`config.mk`:
```
export PLATFORM = sky130hd
export DESIGN_NAME = infix_to_prefix_converter_unit
export DESIGN_NICKNAME = d
export VERILOG_FILES = /design/src/sv/itp_pkg.sv /design/src/sv/itp_stack.sv /design/src/sv/itp_rank_cmp.sv /design/src/sv/infix_to_prefix_converter_unit.sv
export SDC_FILE = /design/constraint.sdc
export NUM_CORES = 1
export LEC_CHECK = 0
export ABC_AREA = 0
export BUFFER_PORTS_ARGS = -buffer_cell sky130_fd_sc_hd__buf_2
export CAP_MARGIN = 20
export CORE_ASPECT_RATIO = 2
export CORE_MARGIN = 2
export CORE_UTILIZATION = 65
export DETAILED_ROUTE_END_ITERATION = 8
export GPL_TIMING_DRIVEN = 1
export PLACE_DENSITY = 0.82
export SYNTH_ARGS = -nofsm -noshare
export SYNTH_HDL_FRONTEND = slang
export SYNTH_SLANG_ARGS = --single-unit
```
`constraint.sdc`:
```
create_clock -name aclk -period 9.37 [get_ports aclk]
set_input_delay 0.4685 -clock aclk [delete_from_list [all_inputs] [get_ports aclk]]
set_output_delay 0.4685 -clock aclk [all_outputs]
set_load 0.005 [all_outputs]
```
`src/sv/itp_pkg.sv`:
```
// ----------------------------------------------------------------------------
// itp_pkg
// Shared types, character codes and priority helpers for the infix to
// prefix converter.
// ----------------------------------------------------------------------------
`default_nettype none

package itp_pkg;

    // symbol width and default operator stack depth
    localparam int SYM_W               = 8;
    localparam int DEFAULT_STACK_DEPTH = 32;

    // character codes
    localparam logic [SYM_W-1:0] CH_NUL    = 8'h00;
    localparam logic [SYM_W-1:0] CH_TAB    = 8'h09;
    localparam logic [SYM_W-1:0] CH_SPACE  = 8'h20;
    localparam logic [SYM_W-1:0] CH_DOLLAR = 8'h24;
    localparam logic [SYM_W-1:0] CH_PCT    = 8'h25;
    localparam logic [SYM_W-1:0] CH_LPAREN = 8'h28;
    localparam logic [SYM_W-1:0] CH_RPAREN = 8'h29;
    localparam logic [SYM_W-1:0] CH_STAR   = 8'h2A;
    localparam logic [SYM_W-1:0] CH_PLUS   = 8'h2B;
    localparam logic [SYM_W-1:0] CH_MINUS  = 8'h2D;
    localparam logic [SYM_W-1:0] CH_SLASH  = 8'h2F;
    localparam logic [SYM_W-1:0] CH_DIG_LO = 8'h30;
    localparam logic [SYM_W-1:0] CH_DIG_HI = 8'h39;
    localparam logic [SYM_W-1:0] CH_UPR_LO = 8'h41;
    localparam logic [SYM_W-1:0] CH_UPR_HI = 8'h5A;
    localparam logic [SYM_W-1:0] CH_LWR_LO = 8'h61;
    localparam logic [SYM_W-1:0] CH_LWR_HI = 8'h7A;

    // operator priority levels
    localparam logic [1:0] RANK_NONE = 2'd0;
    localparam logic [1:0] RANK_ADD  = 2'd1;
    localparam logic [1:0] RANK_MUL  = 2'd2;
    localparam logic [1:0] RANK_POW  = 2'd3;

    // sequencer states
    typedef enum logic [2:0] {
        ST_IDLE,
        ST_OP_RD,
        ST_OP_DEC,
        ST_PAR_RD,
        ST_PAR_DEC,
        ST_FL_RD,
        ST_FL_DEC,
        ST_FINISH
    } state_t;

    // compare unit result
    typedef struct packed {
        logic higher;
        logic top_is_rparen;
    } cmp_result_t;

    function automatic logic [1:0] sym_rank(input logic [SYM_W-1:0] ch);
        logic [1:0] r;
        r = RANK_NONE;
        if (ch == CH_DOLLAR) begin
            r = RANK_POW;
        end else if (ch == CH_STAR || ch == CH_SLASH || ch == CH_PCT) begin
            r = RANK_MUL;
        end else if (ch == CH_PLUS || ch == CH_MINUS) begin
            r = RANK_ADD;
        end
        return r;
    endfunction

    function automatic logic sym_is_operand(input logic [SYM_W-1:0] ch);
        return (ch >= CH_DIG_LO && ch <= CH_DIG_HI) ||
               (ch >= CH_UPR_LO && ch <= CH_UPR_HI) ||
               (ch >= CH_LWR_LO && ch <= CH_LWR_HI);
    endfunction

endpackage

`default_nettype wire

```
`src/sv/itp_stack.sv`:
```
// ----------------------------------------------------------------------------
// itp_stack
// Operator stack storage: one write port, one read port with registered data.
// ----------------------------------------------------------------------------
`default_nettype none

module itp_stack #(
    parameter int DEPTH  = itp_pkg::DEFAULT_STACK_DEPTH,
    parameter int ADDR_W = $clog2(DEPTH)
) (
    input  wire logic                     aclk,
    input  wire logic                     wr_en,
    input  wire logic [ADDR_W-1:0]        wr_addr,
    input  wire logic [itp_pkg::SYM_W-1:0] wr_data,
    input  wire logic [ADDR_W-1:0]        rd_addr,
    output logic      [itp_pkg::SYM_W-1:0] rd_data
);
    import itp_pkg::*;

    logic [SYM_W-1:0] mem [DEPTH];

    // write port
    always_ff @(posedge aclk) begin
        if (wr_en) begin
            mem[wr_addr] <= wr_data;
        end
    end

    // registered read port
    always_ff @(posedge aclk) begin
        rd_data <= mem[rd_addr];
    end

endmodule

`default_nettype wire

```
`src/sv/itp_rank_cmp.sv`:
```
// ----------------------------------------------------------------------------
// itp_rank_cmp
// Shared compare unit: priority of stack top against the current operator,
// and detection of a stacked closing parenthesis.
// ----------------------------------------------------------------------------
`default_nettype none

module itp_rank_cmp (
    input  wire logic [itp_pkg::SYM_W-1:0] top_sym,
    input  wire logic [itp_pkg::SYM_W-1:0] cur_sym,
    output itp_pkg::cmp_result_t           result
);
    import itp_pkg::*;

    // priority compare and parenthesis check
    always_comb begin
        result.higher        = sym_rank(top_sym) > sym_rank(cur_sym);
        result.top_is_rparen = top_sym == CH_RPAREN;
    end

endmodule

`default_nettype wire

```
`src/sv/infix_to_prefix_converter_unit.sv`:
```
// ----------------------------------------------------------------------------
// infix_to_prefix_converter_unit
// Right-to-left operator stack conversion of an infix expression; the item
// stream read backwards is the prefix form.
// ----------------------------------------------------------------------------
//  channel | dir | tdata         | tlast     | tuser
//  s_      | in  | [7:0] symbol  | last_char | -
//  m_      | out | [7:0] out_sym | run_end   | [0] expr_end, [1] error
//
//  blanks, operands, unknown characters and ')' go from idle straight to
//  the finish state; operators and '(' first pass a stack read and a
//  decide state, and the last item adds a stack flush; each pop repeats
//  the stack read, then compare and pop, except the ')' that closes a '('
//  results pass through a one-deep hold and an output register; a stalled
//  m_ side stops the sequencer only when a result needs to move
//  aresetn clears control state; stack contents are left as they are
// ----------------------------------------------------------------------------
`default_nettype none

module infix_to_prefix_converter_unit #(
    parameter int STACK_DEPTH = itp_pkg::DEFAULT_STACK_DEPTH
) (
    input  wire logic       aclk,
    input  wire logic       aresetn,
    input  wire logic       s_tvalid,
    output logic            s_tready,
    input  wire logic [7:0] s_tdata,   // [7:0] symbol
    input  wire logic       s_tlast,
    output logic            m_tvalid,
    input  wire logic       m_tready,
    output logic [7:0]      m_tdata,   // [7:0] out_symbol
    output logic            m_tlast,
    output logic [1:0]      m_tuser    // [0] expr_end, [1] error
);
    import itp_pkg::*;

    localparam int LVL_W  = $clog2(STACK_DEPTH + 1);
    localparam int ADDR_W = $clog2(STACK_DEPTH);
    localparam logic [LVL_W-1:0] LVL_FULL = LVL_W'(STACK_DEPTH);
    localparam logic [LVL_W-1:0] LVL_ONE  = LVL_W'(1);

    state_t            state_reg, state_next;
    logic [SYM_W-1:0]  sym_reg, sym_next;
    logic              last_reg, last_next;
    logic [LVL_W-1:0]  level_reg, level_next;
    logic [LVL_W-1:0]  rcount_reg, rcount_next;
    logic              err_reg, err_next;
    logic              hold_valid_reg, hold_valid_next;
    logic [SYM_W-1:0]  hold_sym_reg, hold_sym_next;
    logic              out_valid_reg, out_valid_next;
    logic [SYM_W-1:0]  out_sym_reg, out_sym_next;
    logic              out_run_reg, out_run_next;
    logic              out_expr_reg, out_expr_next;
    logic              out_err_reg, out_err_next;

    logic              push_en;
    logic [SYM_W-1:0]  push_data;
    logic [LVL_W-1:0]  level_m1;
    logic [SYM_W-1:0]  top_sym;
    cmp_result_t       cmp;

    logic              out_free, can_emit, full, empty;
    logic              in_blank, in_oper, in_rp, in_lp, in_unknown;
    logic [1:0]        in_rank;
    logic              flush_left, in_err;

    assign level_m1 = level_reg - LVL_ONE;

    // operator stack
    itp_stack #(
        .DEPTH  (STACK_DEPTH),
        .ADDR_W (ADDR_W)
    ) u_stack (
        .aclk    (aclk),
        .wr_en   (push_en),
        .wr_addr (level_reg[ADDR_W-1:0]),
        .wr_data (push_data),
        .rd_addr (level_m1[ADDR_W-1:0]),
        .rd_data (top_sym)
    );

    // shared compare unit
    itp_rank_cmp u_cmp (
        .top_sym (top_sym),
        .cur_sym (sym_reg),
        .result  (cmp)
    );

    // input classification and errors known at accept
    always_comb begin
        in_rank    = sym_rank(s_tdata);
        in_blank   = s_tdata == CH_SPACE || s_tdata == CH_TAB;
        in_oper    = sym_is_operand(s_tdata);
        in_rp      = s_tdata == CH_RPAREN;
        in_lp      = s_tdata == CH_LPAREN;
        in_unknown = !in_blank && !in_oper && !in_rp && !in_lp && in_rank == RANK_NONE;
        full       = level_reg == LVL_FULL;
        empty      = level_reg == '0;
        if (in_rp) begin
            flush_left = 1'b1;
        end else if (in_lp) begin
            flush_left = rcount_reg > LVL_ONE;
        end else begin
            flush_left = rcount_reg != '0;
        end
        in_err = in_unknown || (in_rp && full) || (in_lp && rcount_reg == '0) ||
                 (s_tlast && flush_left);
    end

    assign out_free = !out_valid_reg || m_tready;
    assign can_emit = !hold_valid_reg || out_free;

    // sequencer
    always_comb begin
        state_next      = state_reg;
        sym_next        = sym_reg;
        last_next       = last_reg;
        level_next      = level_reg;
        rcount_next     = rcount_reg;
        err_next        = err_reg;
        hold_valid_next = hold_valid_reg;
        hold_sym_next   = hold_sym_reg;
        out_valid_next  = out_valid_reg && !m_tready;
        out_sym_next    = out_sym_reg;
        out_run_next    = out_run_reg;
        out_expr_next   = out_expr_reg;
        out_err_next    = out_err_reg;
        push_en         = 1'b0;
        push_data       = sym_reg;
        s_tready        = state_reg == ST_IDLE;

        case (state_reg)
            ST_IDLE: begin
                if (s_tvalid) begin
                    sym_next   = s_tdata;
                    last_next  = s_tlast;
                    err_next   = err_reg | in_err;
                    state_next = s_tlast ? ST_FL_RD : ST_FINISH;
                    if (in_oper) begin
                        hold_valid_next = 1'b1;
                        hold_sym_next   = s_tdata;
                    end else if (in_rp) begin
                        if (!full) begin
                            push_en     = 1'b1;
                            push_data   = s_tdata;
                            level_next  = level_reg + LVL_ONE;
                            rcount_next = rcount_reg + LVL_ONE;
                        end
                    end else if (in_rank != RANK_NONE) begin
                        state_next = ST_OP_RD;
                    end else if (in_lp) begin
                        state_next = ST_PAR_RD;
                    end
                end
            end
            ST_OP_RD: begin
                state_next = ST_OP_DEC;
            end
            ST_OP_DEC: begin
                if (!empty && cmp.higher) begin
                    if (can_emit) begin
                        if (hold_valid_reg) begin
                            out_valid_next = 1'b1;
                            out_sym_next   = hold_sym_reg;
                            out_run_next   = 1'b0;
                            out_expr_next  = 1'b0;
                            out_err_next   = err_reg;
                        end
                        hold_valid_next = 1'b1;
                        hold_sym_next   = top_sym;
                        level_next      = level_m1;
                        state_next      = ST_OP_RD;
                    end
                end else begin
                    if (full) begin
                        err_next = 1'b1;
                    end else begin
                        push_en    = 1'b1;
                        level_next = level_reg + LVL_ONE;
                    end
                    state_next = last_reg ? ST_FL_RD : ST_FINISH;
                end
            end
            ST_PAR_RD: begin
                state_next = ST_PAR_DEC;
            end
            ST_PAR_DEC: begin
                if (empty) begin
                    state_next = last_reg ? ST_FL_RD : ST_FINISH;
                end else if (cmp.top_is_rparen) begin
                    level_next  = level_m1;
                    rcount_next = rcount_reg - LVL_ONE;
                    state_next  = last_reg ? ST_FL_RD : ST_FINISH;
                end else if (can_emit) begin
                    if (hold_valid_reg) begin
                        out_valid_next = 1'b1;
                        out_sym_next   = hold_sym_reg;
                        out_run_next   = 1'b0;
                        out_expr_next  = 1'b0;
                        out_err_next   = err_reg;
                    end
                    hold_valid_next = 1'b1;
                    hold_sym_next   = top_sym;
                    level_next      = level_m1;
                    state_next      = ST_PAR_RD;
                end
            end
            ST_FL_RD: begin
                state_next = ST_FL_DEC;
            end
            ST_FL_DEC: begin
                if (empty) begin
                    state_next = ST_FINISH;
                end else if (cmp.top_is_rparen) begin
                    level_next  = level_m1;
                    rcount_next = rcount_reg - LVL_ONE;
                    state_next  = ST_FL_RD;
                end else if (can_emit) begin
                    if (hold_valid_reg) begin
                        out_valid_next = 1'b1;
                        out_sym_next   = hold_sym_reg;
                        out_run_next   = 1'b0;
                        out_expr_next  = 1'b0;
                        out_err_next   = err_reg;
                    end
                    hold_valid_next = 1'b1;
                    hold_sym_next   = top_sym;
                    level_next      = level_m1;
                    state_next      = ST_FL_RD;
                end
            end
            ST_FINISH: begin
                // last result of the item, or the filler on an empty end
                if (out_free) begin
                    if (hold_valid_reg || last_reg) begin
                        out_valid_next = 1'b1;
                        out_sym_next   = hold_valid_reg ? hold_sym_reg : CH_NUL;
                        out_run_next   = 1'b1;
                        out_expr_next  = last_reg;
                        out_err_next   = err_reg;
                    end
                    hold_valid_next = 1'b0;
                    if (last_reg) begin
                        err_next    = 1'b0;
                        rcount_next = '0;
                    end
                    state_next = ST_IDLE;
                end else if (!hold_valid_reg && !last_reg) begin
                    state_next = ST_IDLE;
                end
            end
            default: begin
                state_next = ST_IDLE;
            end
        endcase
    end

    // control registers
    always_ff @(posedge aclk) begin
        if (!aresetn) begin
            state_reg      <= ST_IDLE;
            level_reg      <= '0;
            rcount_reg     <= '0;
            err_reg        <= 1'b0;
            hold_valid_reg <= 1'b0;
            out_valid_reg  <= 1'b0;
        end else begin
            state_reg      <= state_next;
            level_reg      <= level_next;
            rcount_reg     <= rcount_next;
            err_reg        <= err_next;
            hold_valid_reg <= hold_valid_next;
            out_valid_reg  <= out_valid_next;
        end
    end

    // payload registers
    always_ff @(posedge aclk) begin
        sym_reg      <= sym_next;
        last_reg     <= last_next;
        hold_sym_reg <= hold_sym_next;
        out_sym_reg  <= out_sym_next;
        out_run_reg  <= out_run_next;
        out_expr_reg <= out_expr_next;
        out_err_reg  <= out_err_next;
    end

    // result port
    assign m_tvalid = out_valid_reg;
    assign m_tdata  = out_sym_reg;
    assign m_tlast  = out_run_reg;
    assign m_tuser  = {out_err_reg, out_expr_reg};

`ifndef SYNTHESIS
    a_level_bound: assert property (@(posedge aclk) disable iff (!aresetn)
        level_reg <= LVL_FULL)
        else $error("stack level beyond depth");

    a_rparen_count: assert property (@(posedge aclk) disable iff (!aresetn)
        rcount_reg <= level_reg)
        else $error("closing parenthesis count exceeds stack level");

    a_idle_hold_empty: assert property (@(posedge aclk) disable iff (!aresetn)
        state_reg == ST_IDLE |-> !hold_valid_reg)
        else $error("pending result left over while idle");

    a_expr_end_run_end: assert property (@(posedge aclk) disable iff (!aresetn)
        m_tvalid && m_tuser[0] |-> m_tlast)
        else $error("expression end without run end");

    a_expr_end_clears: assert property (@(posedge aclk) disable iff (!aresetn)
        state_reg == ST_FINISH && last_reg && out_free |=> level_reg == '0 && !err_reg)
        else $error("stack or error not cleared after expression end");
`endif

endmodule

`default_nettype wire
```
# Word-level counts from Yosys, hierarchy flattened

Memory sizes are Yosys's and may differ from the RTL's. A register that Yosys moved wholly into a read port is not among the register bits.
Index checks and enable logic that the tools add are counted.

$lt $le $gt $ge: 8
Equality and inequality tests: 49
Bitwise gates (word level): 1
Add/subtract/negate cells: 4
Reduce and logical (&&, ||, !) cells: 60
Multiplexer cells: 122

Operators with widths:

| kind                                                | count |
|---|---|
| == test 8 x 6 -> 1 bit, second input constant       | 22 |
| two-way mux 8 bit                                   | 19 |
| two-way mux 6 bit                                   | 16 |
| two-way mux 1 bit                                   | 52 |
| one-hot mux 8 bit (3 select lines)                  | 2 |
| two-way mux 3 bit                                   | 15 |
| one-hot mux 6 bit (3 select lines)                  | 2 |
| one-hot mux 3 bit (8 select lines)                  | 1 |
| inequality test 2 bit, second input constant        | 11 |
| logical OR 1 bit                                    | 18 |
| AND reduction 6 bit                                 | 3 |
| >= comparator 8 x 7 -> 1 bit, second input constant | 2 |
| <= comparator 8 x 7 -> 1 bit, second input constant | 2 |
| two-way mux 2 bit                                   | 8 |
| one-hot mux 1 bit (3 select lines)                  | 5 |
| logical AND 1 bit                                   | 13 |
| adder 6 x 1 -> 6 bit, second input constant         | 2 |
| == test 3 bit, second input constant                | 4 |
| logical NOT 6 bit                                   | 2 |
| nonzero test 3 bit                                  | 4 |
| subtractor 6 x 1 -> 6 bit, second input constant    | 2 |
| AND reduction 5 bit                                 | 2 |
| logical NOT 1 bit                                   | 9 |
| AND reduction 9 bit                                 | 1 |
| other kinds (22)                                    | 27 |

Bits in writable memories: 256
Input port bits: 13
Word-level logic and storage cells: 258
Output and inout port bits: 13
Register bits: 46
Memories kept: 1

Memories:

| name        | words | bits a word | rd ports | clocked after Yosys merged registers in | wr ports | line            | text |
|---|---|---|---|---|---|---|---|
| u_stack.mem | 32    | 8           | 1        | 1                                       | 1        | itp_stack.sv:20 | `logic [SYM_W-1:0] mem [DEPTH];` |

# Depth between registers and ports, before layout

Depth after elaboration: 15
Mapped depth: 11
Mapped depth without buffers: 10

# Hierarchy

From an unflattened synthesis, not the netlist that was laid out.

Cell total of the unflattened synthesis: 773
Area total of the unflattened synthesis: 13,162.6 um^2

By module, submodules not included:

| module                         | times used | area an instance (um^2) | seq. area each (um^2) | cells each |
|---|---|---|---|---|
| itp_stack                      | 1          | 10,053.4                | 7,847.5               | 417 |
| infix_to_prefix_converter_unit | 1          | 2,905.3                 | 1,201.2               | 330 |
| itp_rank_cmp                   | 1          | 203.9                   | 0.0                   | 26 |

# Worst setup path after synthesis

No wires, ideal clock.

Kind: reg-to-reg
From: register u_stack.rd_data[6] (netlist bit) (read register of u_stack.mem)
To: register out_sym_reg[0] (netlist: m_tdata[0]) (enable)
Period minus slack after synthesis: 3,315 ps
Path buffers: 1
Arrival: 2,939 ps
Cell stages (with the launch flop): 10
Library setup time: 376 ps
Required time: 8,994 ps
Path slack: 6,055 ps
Path through: dfxtp_1 -> or4b_1 -> clkbuf_2 -> or2_2 -> ha_1 -> and2_1 -> a2111o_1 -> a211oi_1 -> nor2_1 -> nor2_1

Longest elaborated chain between the ends: 9
Elaborated cells on any way between the ends: 18
Those cells by class: order compare: 1; eq/ne: 9; mux: 3; reduce/logical: 5

RTL lines:

| element                                               | line                                  | text |
|---|---|---|
| from (decl)                                           | itp_stack.sv:16                       | `output logic [itp_pkg::SYM_W-1:0] rd_data` |
| == test 8 x 6 -> 1 bit (on tied branches)             | itp_pkg.sv:64, itp_pkg.sv:62          |  |
| logical OR 1 bit (on tied branches)                   | itp_pkg.sv:64, itp_pkg.sv:62          |  |
| two-way mux 1 bit or logical OR 1 bit (tied branches) | itp_pkg.sv:64, itp_pkg.sv:62          |  |
| two-way mux 2 bit                                     | itp_pkg.sv:62                         | `end else if (ch == CH_STAR \|\| ch == CH_SLASH \|\| ch == CH_PCT) begin` |
| two-way mux 2 bit                                     | itp_pkg.sv:60                         | `if (ch == CH_DOLLAR) begin` |
| > comparator 2 bit                                    | itp_rank_cmp.sv:17                    | `result.higher = sym_rank(top_sym) > sym_rank(cur_sym);` |
| logical AND 1 bit                                     | infix_to_prefix_converter_unit.sv:160 | `if (!empty && cmp.higher) begin` |
| inequality test 2 bit (no line)                       | --                                    |  |
| AND reduction 6 bit (no line) *                       | --                                    |  |
| to (signal assigned)                                  | infix_to_prefix_converter_unit.sv:282 | `out_sym_reg <= out_sym_next;` |
| to (decl)                                             | infix_to_prefix_converter_unit.sv:51  | `logic [SYM_W-1:0] out_sym_reg, out_sym_next;` |

Mark *: on every way between the ends. The rest lies on a longest branch, timed or not.
A chain may end at the register's enable or synchronous reset.

# Final worst setup path

From: register sym_reg[1]
To: memory u_stack.mem[13][0] (enable)

Longest elaborated chain between the ends: 11
Elaborated cells on any way between the ends: 18
Those cells by class: order compare: 1; eq/ne: 6; mux: 7; reduce/logical: 4

RTL lines:

| element                                               | line                                  | text |
|---|---|---|
| from (decl)                                           | infix_to_prefix_converter_unit.sv:43  | `logic [SYM_W-1:0] sym_reg, sym_next;` |
| from (signal assigned)                                | infix_to_prefix_converter_unit.sv:279 | `sym_reg <= sym_next;` |
| == test 8 x 6 -> 1 bit (on tied branches)             | itp_pkg.sv:64, itp_pkg.sv:62          |  |
| logical OR 1 bit (on tied branches)                   | itp_pkg.sv:64, itp_pkg.sv:62          |  |
| two-way mux 1 bit or logical OR 1 bit (tied branches) | itp_pkg.sv:64, itp_pkg.sv:62          |  |
| two-way mux 2 bit                                     | itp_pkg.sv:62                         |  |
| two-way mux 2 bit *                                   | itp_pkg.sv:60                         |  |
| > comparator 2 bit *                                  | itp_rank_cmp.sv:17                    |  |
| logical AND 1 bit *                                   | infix_to_prefix_converter_unit.sv:160 |  |
| two-way mux 1 bit *                                   | infix_to_prefix_converter_unit.sv:160 |  |
| one-hot mux 1 bit (2 select lines) *                  | infix_to_prefix_converter_unit.sv:132 | `case (state_reg)` |
| two-way mux 1 bit *                                   | itp_stack.sv:24                       | `if (wr_en) begin` |
| two-way mux 1 bit (implied by the code) *             | itp_stack.sv:25                       | `mem[wr_addr] <= wr_data;` |
| to (decl)                                             | itp_stack.sv:20                       |  |

Marked as above.

==> impl_metrics.json <==
{
  "placedInstanceArea_um2": 13560,
  "internal_mw": 3.046,
  "synthToLayoutAreaGrowth_pct": 9.726,
  "path_delay_family": "simple AND/OR/NAND/NOR gates",
  "min_period_over_period_pct": 44.09,
  "detail_route.wirelength_um": 33710,
  "finalSetupViolCount": 0,
  "power.density_nw_per_um2": 315.8,
  "hp-class": "in2reg",
  "antenna_violations_before_repair": 0,
  "portion_of_total_power_attributed_to_sequential_cells_pct": 39.6,
  "total_via_count_in_the_routed_design": 7697,
  "cts_root_buffer_type": "sky130_fd_sc_hd__clkbuf_16",
  "max_freq_ghz": 0.2421,
  "route.detailed.wl_per_inst_um": 31.65,
  "syn-mean-instance-area_um2": 17.25,
  "slew_headroom_pct": 33.82,
  "share_comb_of_total_power_pct": 35.3,
  "cpPeakStageDelay_ps": 760,
  "setup.worst_path.start_class": "register",
  "via_per_inst": 7.227,
  "p_switching_mw": 1.528,
  "synth_xor_area_share_pct": 0.8626,
  "worstPathArrival_ps": 4300,
  "chipWidth_um": 104.8,
  "timing.critical_path.fanout_max": 8,
  "antenna-diode-count": 0,
  "fin_nets": 806,
  "most_used_cells_in_the_layout_excluding_fill_and_tap_cells": "284 x sky130_fd_sc_hd__edfxtp_1, 80 x sky130_fd_sc_hd__mux4_2, 56 x sky130_fd_sc_hd__nor2_1",
  "fin_setup_tns_ps": 0,
  "remaining_drc_errors": 0,
  "power.switching_fraction_pct": 33.41,
  "yosys_warnings": 0,
  "io-pin-count": 26,
  "cts_num_sinks": 310,
  "yosys.area_share.adder_pct": 0.9480,
  "ctsResizeCount": 0,
  "clock-skew-final_ps": 17.55,
  "max_cap_violations": 0,
  "cts_hold_repair.buffers": 0,
  "layout.cells.most_common": "sky130_fd_sc_hd__edfxtp_1",
  "core_area_um2": 19910,
  "vdd_drop_max_mv": 0.2212,
  "vias_in_the_first_global_route": 7863,
  "dominantRegCellSynth": "sky130_fd_sc_hd__edfxtp_1",
  "power_leakage_nw": 4.573,
  "first_pass_grt_wire_length_um": 49860,
  "tritoncts": "yes",
  "synth_fp_nets": 788,
  "synth_compound_gate_area_share_pct": 5.773,
  "synth_register_bits": 310,
  "main_combinational_cell_family_by_area_after_synthesis": "multiplexers",
  "worst_setup_hold_path_clk_slew_ps": 70,
  "critical_path.endpoint_type": "register",
  "globalRouteTotalUtil_pct": 32.18,
  "tightestPinTransition_ps": 990.6,
  "cp_common_cell": "sky130_fd_sc_hd__nand2b_1",
  "drive_gt1_share_pct": 23.54,
  "critical_path_class": "reg2reg",
  "synthArstFlopShare_pct": 0,
  "cts_post_setup_buffers_inserted": 0,
  "final_antenna_net_count": 0,
  "htree_levels": 1,
  "gr-total-overflow": 0,
  "timing.final.hold_violations": 0,
  "finalPower_mw": 4.574,
  "synth_top_area_cell": "sky130_fd_sc_hd__edfxtp_1",
  "postLayoutCellArea_um2": 14480,
  "worstPathCellList": "nand2b_1 > nor3_1 > a31oi_1 > nor4_1 > ha_1 > nand2b_1 > a221oi_1 > o32ai_1 > nand2_1 > nor2_1",
  "power.clock.fraction_pct": 25.2,
  "status": "finished, final reports clean",
  "cp.buffers_inverters": 0,
  "cts.path.max_buffers": 3,
  "design.die.area_um2": 21530,
  "latest_clock_arrival_within_the_worst_skew_pair_ps": 550,
  "timing.critical_path.slowest_stage_cell": "sky130_fd_sc_hd__nor2_1",
  "syn-cell-area_um2": 13200,
  "grt_setup_unrepaired": "no",
  "ys_types": 73,
  "flip_flop_count_of_the_largest_register_after_layout": 256,
  "initial_core_util_pct": 66.29,
  "number_of_enable_flip_flop_cells_after_synthesis": 284,
  "portBuffers": 25,
  "top_register": "u_stack.mem",
  "count_of_routing_violations_after_the_opening_detailed_route_iteration": 1039,
  "maximum_number_of_pins_on_one_net_before_global_route_repair": 67,
  "die_height_um": 205.5,
  "final-max-slew-violation-count": 0,
  "gp_routability_congestion": 0.9589,
  "synthesis.instances": 765,
  "dp_hpwl_um": 22100,
  "muxShareOfSynthArea_pct": 15.00,
  "synth.area.top_cells": "sky130_fd_sc_hd__edfxtp_1 65%, sky130_fd_sc_hd__mux4_2 14%, sky130_fd_sc_hd__dfxtp_1 3.9%",
  "synth.top_cell.area_share_pct": 64.61,
  "required_ps": 9540,
  "cts_inserted_buffers": 26,
  "fp-row-count": 73,
  "yosys.area_share.simple_pct": 7.024,
  "min_period_ps": 4131,
  "drt_pre_antenna_iters": 9,
  "ys_seq_area_share_pct": 68.56
}
cells in the mapped netlist, types with 3 or more instances:
master,n
sky130_fd_sc_hd__a221oi_1,4
sky130_fd_sc_hd__inv_1,13
sky130_fd_sc_hd__nand3b_1,5
sky130_fd_sc_hd__edfxtp_1,284
sky130_fd_sc_hd__a21o_1,3
sky130_fd_sc_hd__nand3_1,10
sky130_fd_sc_hd__a32o_1,3
sky130_fd_sc_hd__buf_4,3
sky130_fd_sc_hd__mux4_2,80
sky130_fd_sc_hd__mux2_2,14
sky130_fd_sc_hd__nor3_1,13
sky130_fd_sc_hd__o21ai_0,17
sky130_fd_sc_hd__a32oi_1,3
sky130_fd_sc_hd__nand2b_1,11
sky130_fd_sc_hd__a21oi_1,15
sky130_fd_sc_hd__xor2_1,5
sky130_fd_sc_hd__and3_1,3
sky130_fd_sc_hd__or3_1,3
sky130_fd_sc_hd__dfxtp_1,26
sky130_fd_sc_hd__a211oi_1,4
sky130_fd_sc_hd__and2_1,11
sky130_fd_sc_hd__o211ai_1,4
sky130_fd_sc_hd__buf_2,10
sky130_fd_sc_hd__xnor2_1,8
sky130_fd_sc_hd__or2_2,4
sky130_fd_sc_hd__nor2_1,56
sky130_fd_sc_hd__clkbuf_1,26
sky130_fd_sc_hd__nand2_1,31
sky130_fd_sc_hd__a31oi_1,7
sky130_fd_sc_hd__ha_1,10
sky130_fd_sc_hd__nor4_1,5
sky130_fd_sc_hd__nor2b_1,10
sky130_fd_sc_hd__a211o_1,7
power by group through the flow:
stage          Clock (mW)  Sequential [mW]  Combinational [mW]
2_1_floorplan           0             1.74                1.16
3_5_place_dp            0             1.83                1.54
5_1_grt              1.20             1.82                1.68
6_report             1.15             1.81                1.61
4_1_cts              1.17             1.80                1.56
3_3_place_gp            0             1.82                1.49
worst paths after layout:
| check | from | depth (start not counted) | slack, ps | to |
|---|---|---|---|---|
| min | s_tlast | 1 | 160 | last_reg |
| max reg2reg | sym_reg[1] | 10 | 5240 | u_stack.mem[13][0] |
| min reg2reg | err_reg | 0 | 500 | out_err_reg |
| max | sym_reg[1] | 10 | 5240 | u_stack.mem[13][0] |
layer usage:
layer | wire length [µm] | GRT usage, % | vias up
met1 | 10490 | 35.49 | 3830
met3 | 2497 | 4.181 | 161
li1 | - | - | 3122
met4 | 2404 | 20.86 | 0
met2 | 18320 | 58.00 | 584
met5 | 0 | 0 | -
through the flow:
| step | instances | hold slack (ps) | worst slack [ps] | util, % |
|---|---|---|---|---|
| after floorplan | 765 | 432.2 | 6055 | - |
| after global placement | 1016 | 468.1 | 5561 | 68.09 |
| after detailed placement | 1016 | 475.3 | 5386 | 68.09 |
| after CTS | 1064 | 140.0 | 5354 | 72.68 |
| after global routing | 1065 | 143.0 | 5012 | 72.73 |
| final | 1065 | 156.3 | 5239 | 72.73 |
layout make-up:
cell class / instances / area [µm²]
Fill cell: 1157 / 5429
Multi-Input combinational cell: 399 / 3955
Sequential cell: 310 / 9052
Inverter: 14 / 52.55
Timing Repair Buffer: 32 / 181.4
Tap cell: 262 / 327.8
Clock buffer: 33 / 698.2
Clock inverter: 15 / 215.2
cell families after synthesis:
| kind of cell | Yosys count |
|---|---|
| xor+xnor | 13 |
| buf+inv | 56 |
| fa+ha+maj | 10 |
| flops | 310 |
| mux | 96 |
| compound gates | 102 |
| simple gates | 178 |
worst reg2reg max path, delay by kind of cell (launching register included):
kind / cells / cell delay (ps)
flip-flops: 1 / 440
AND/OR/NAND/NOR: 6 / 2320
AO/OA/AOI/OAI: 3 / 720
adder cells (fa/ha/maj): 1 / 290
Note: power is estimated with default switching activity, not from simulation.
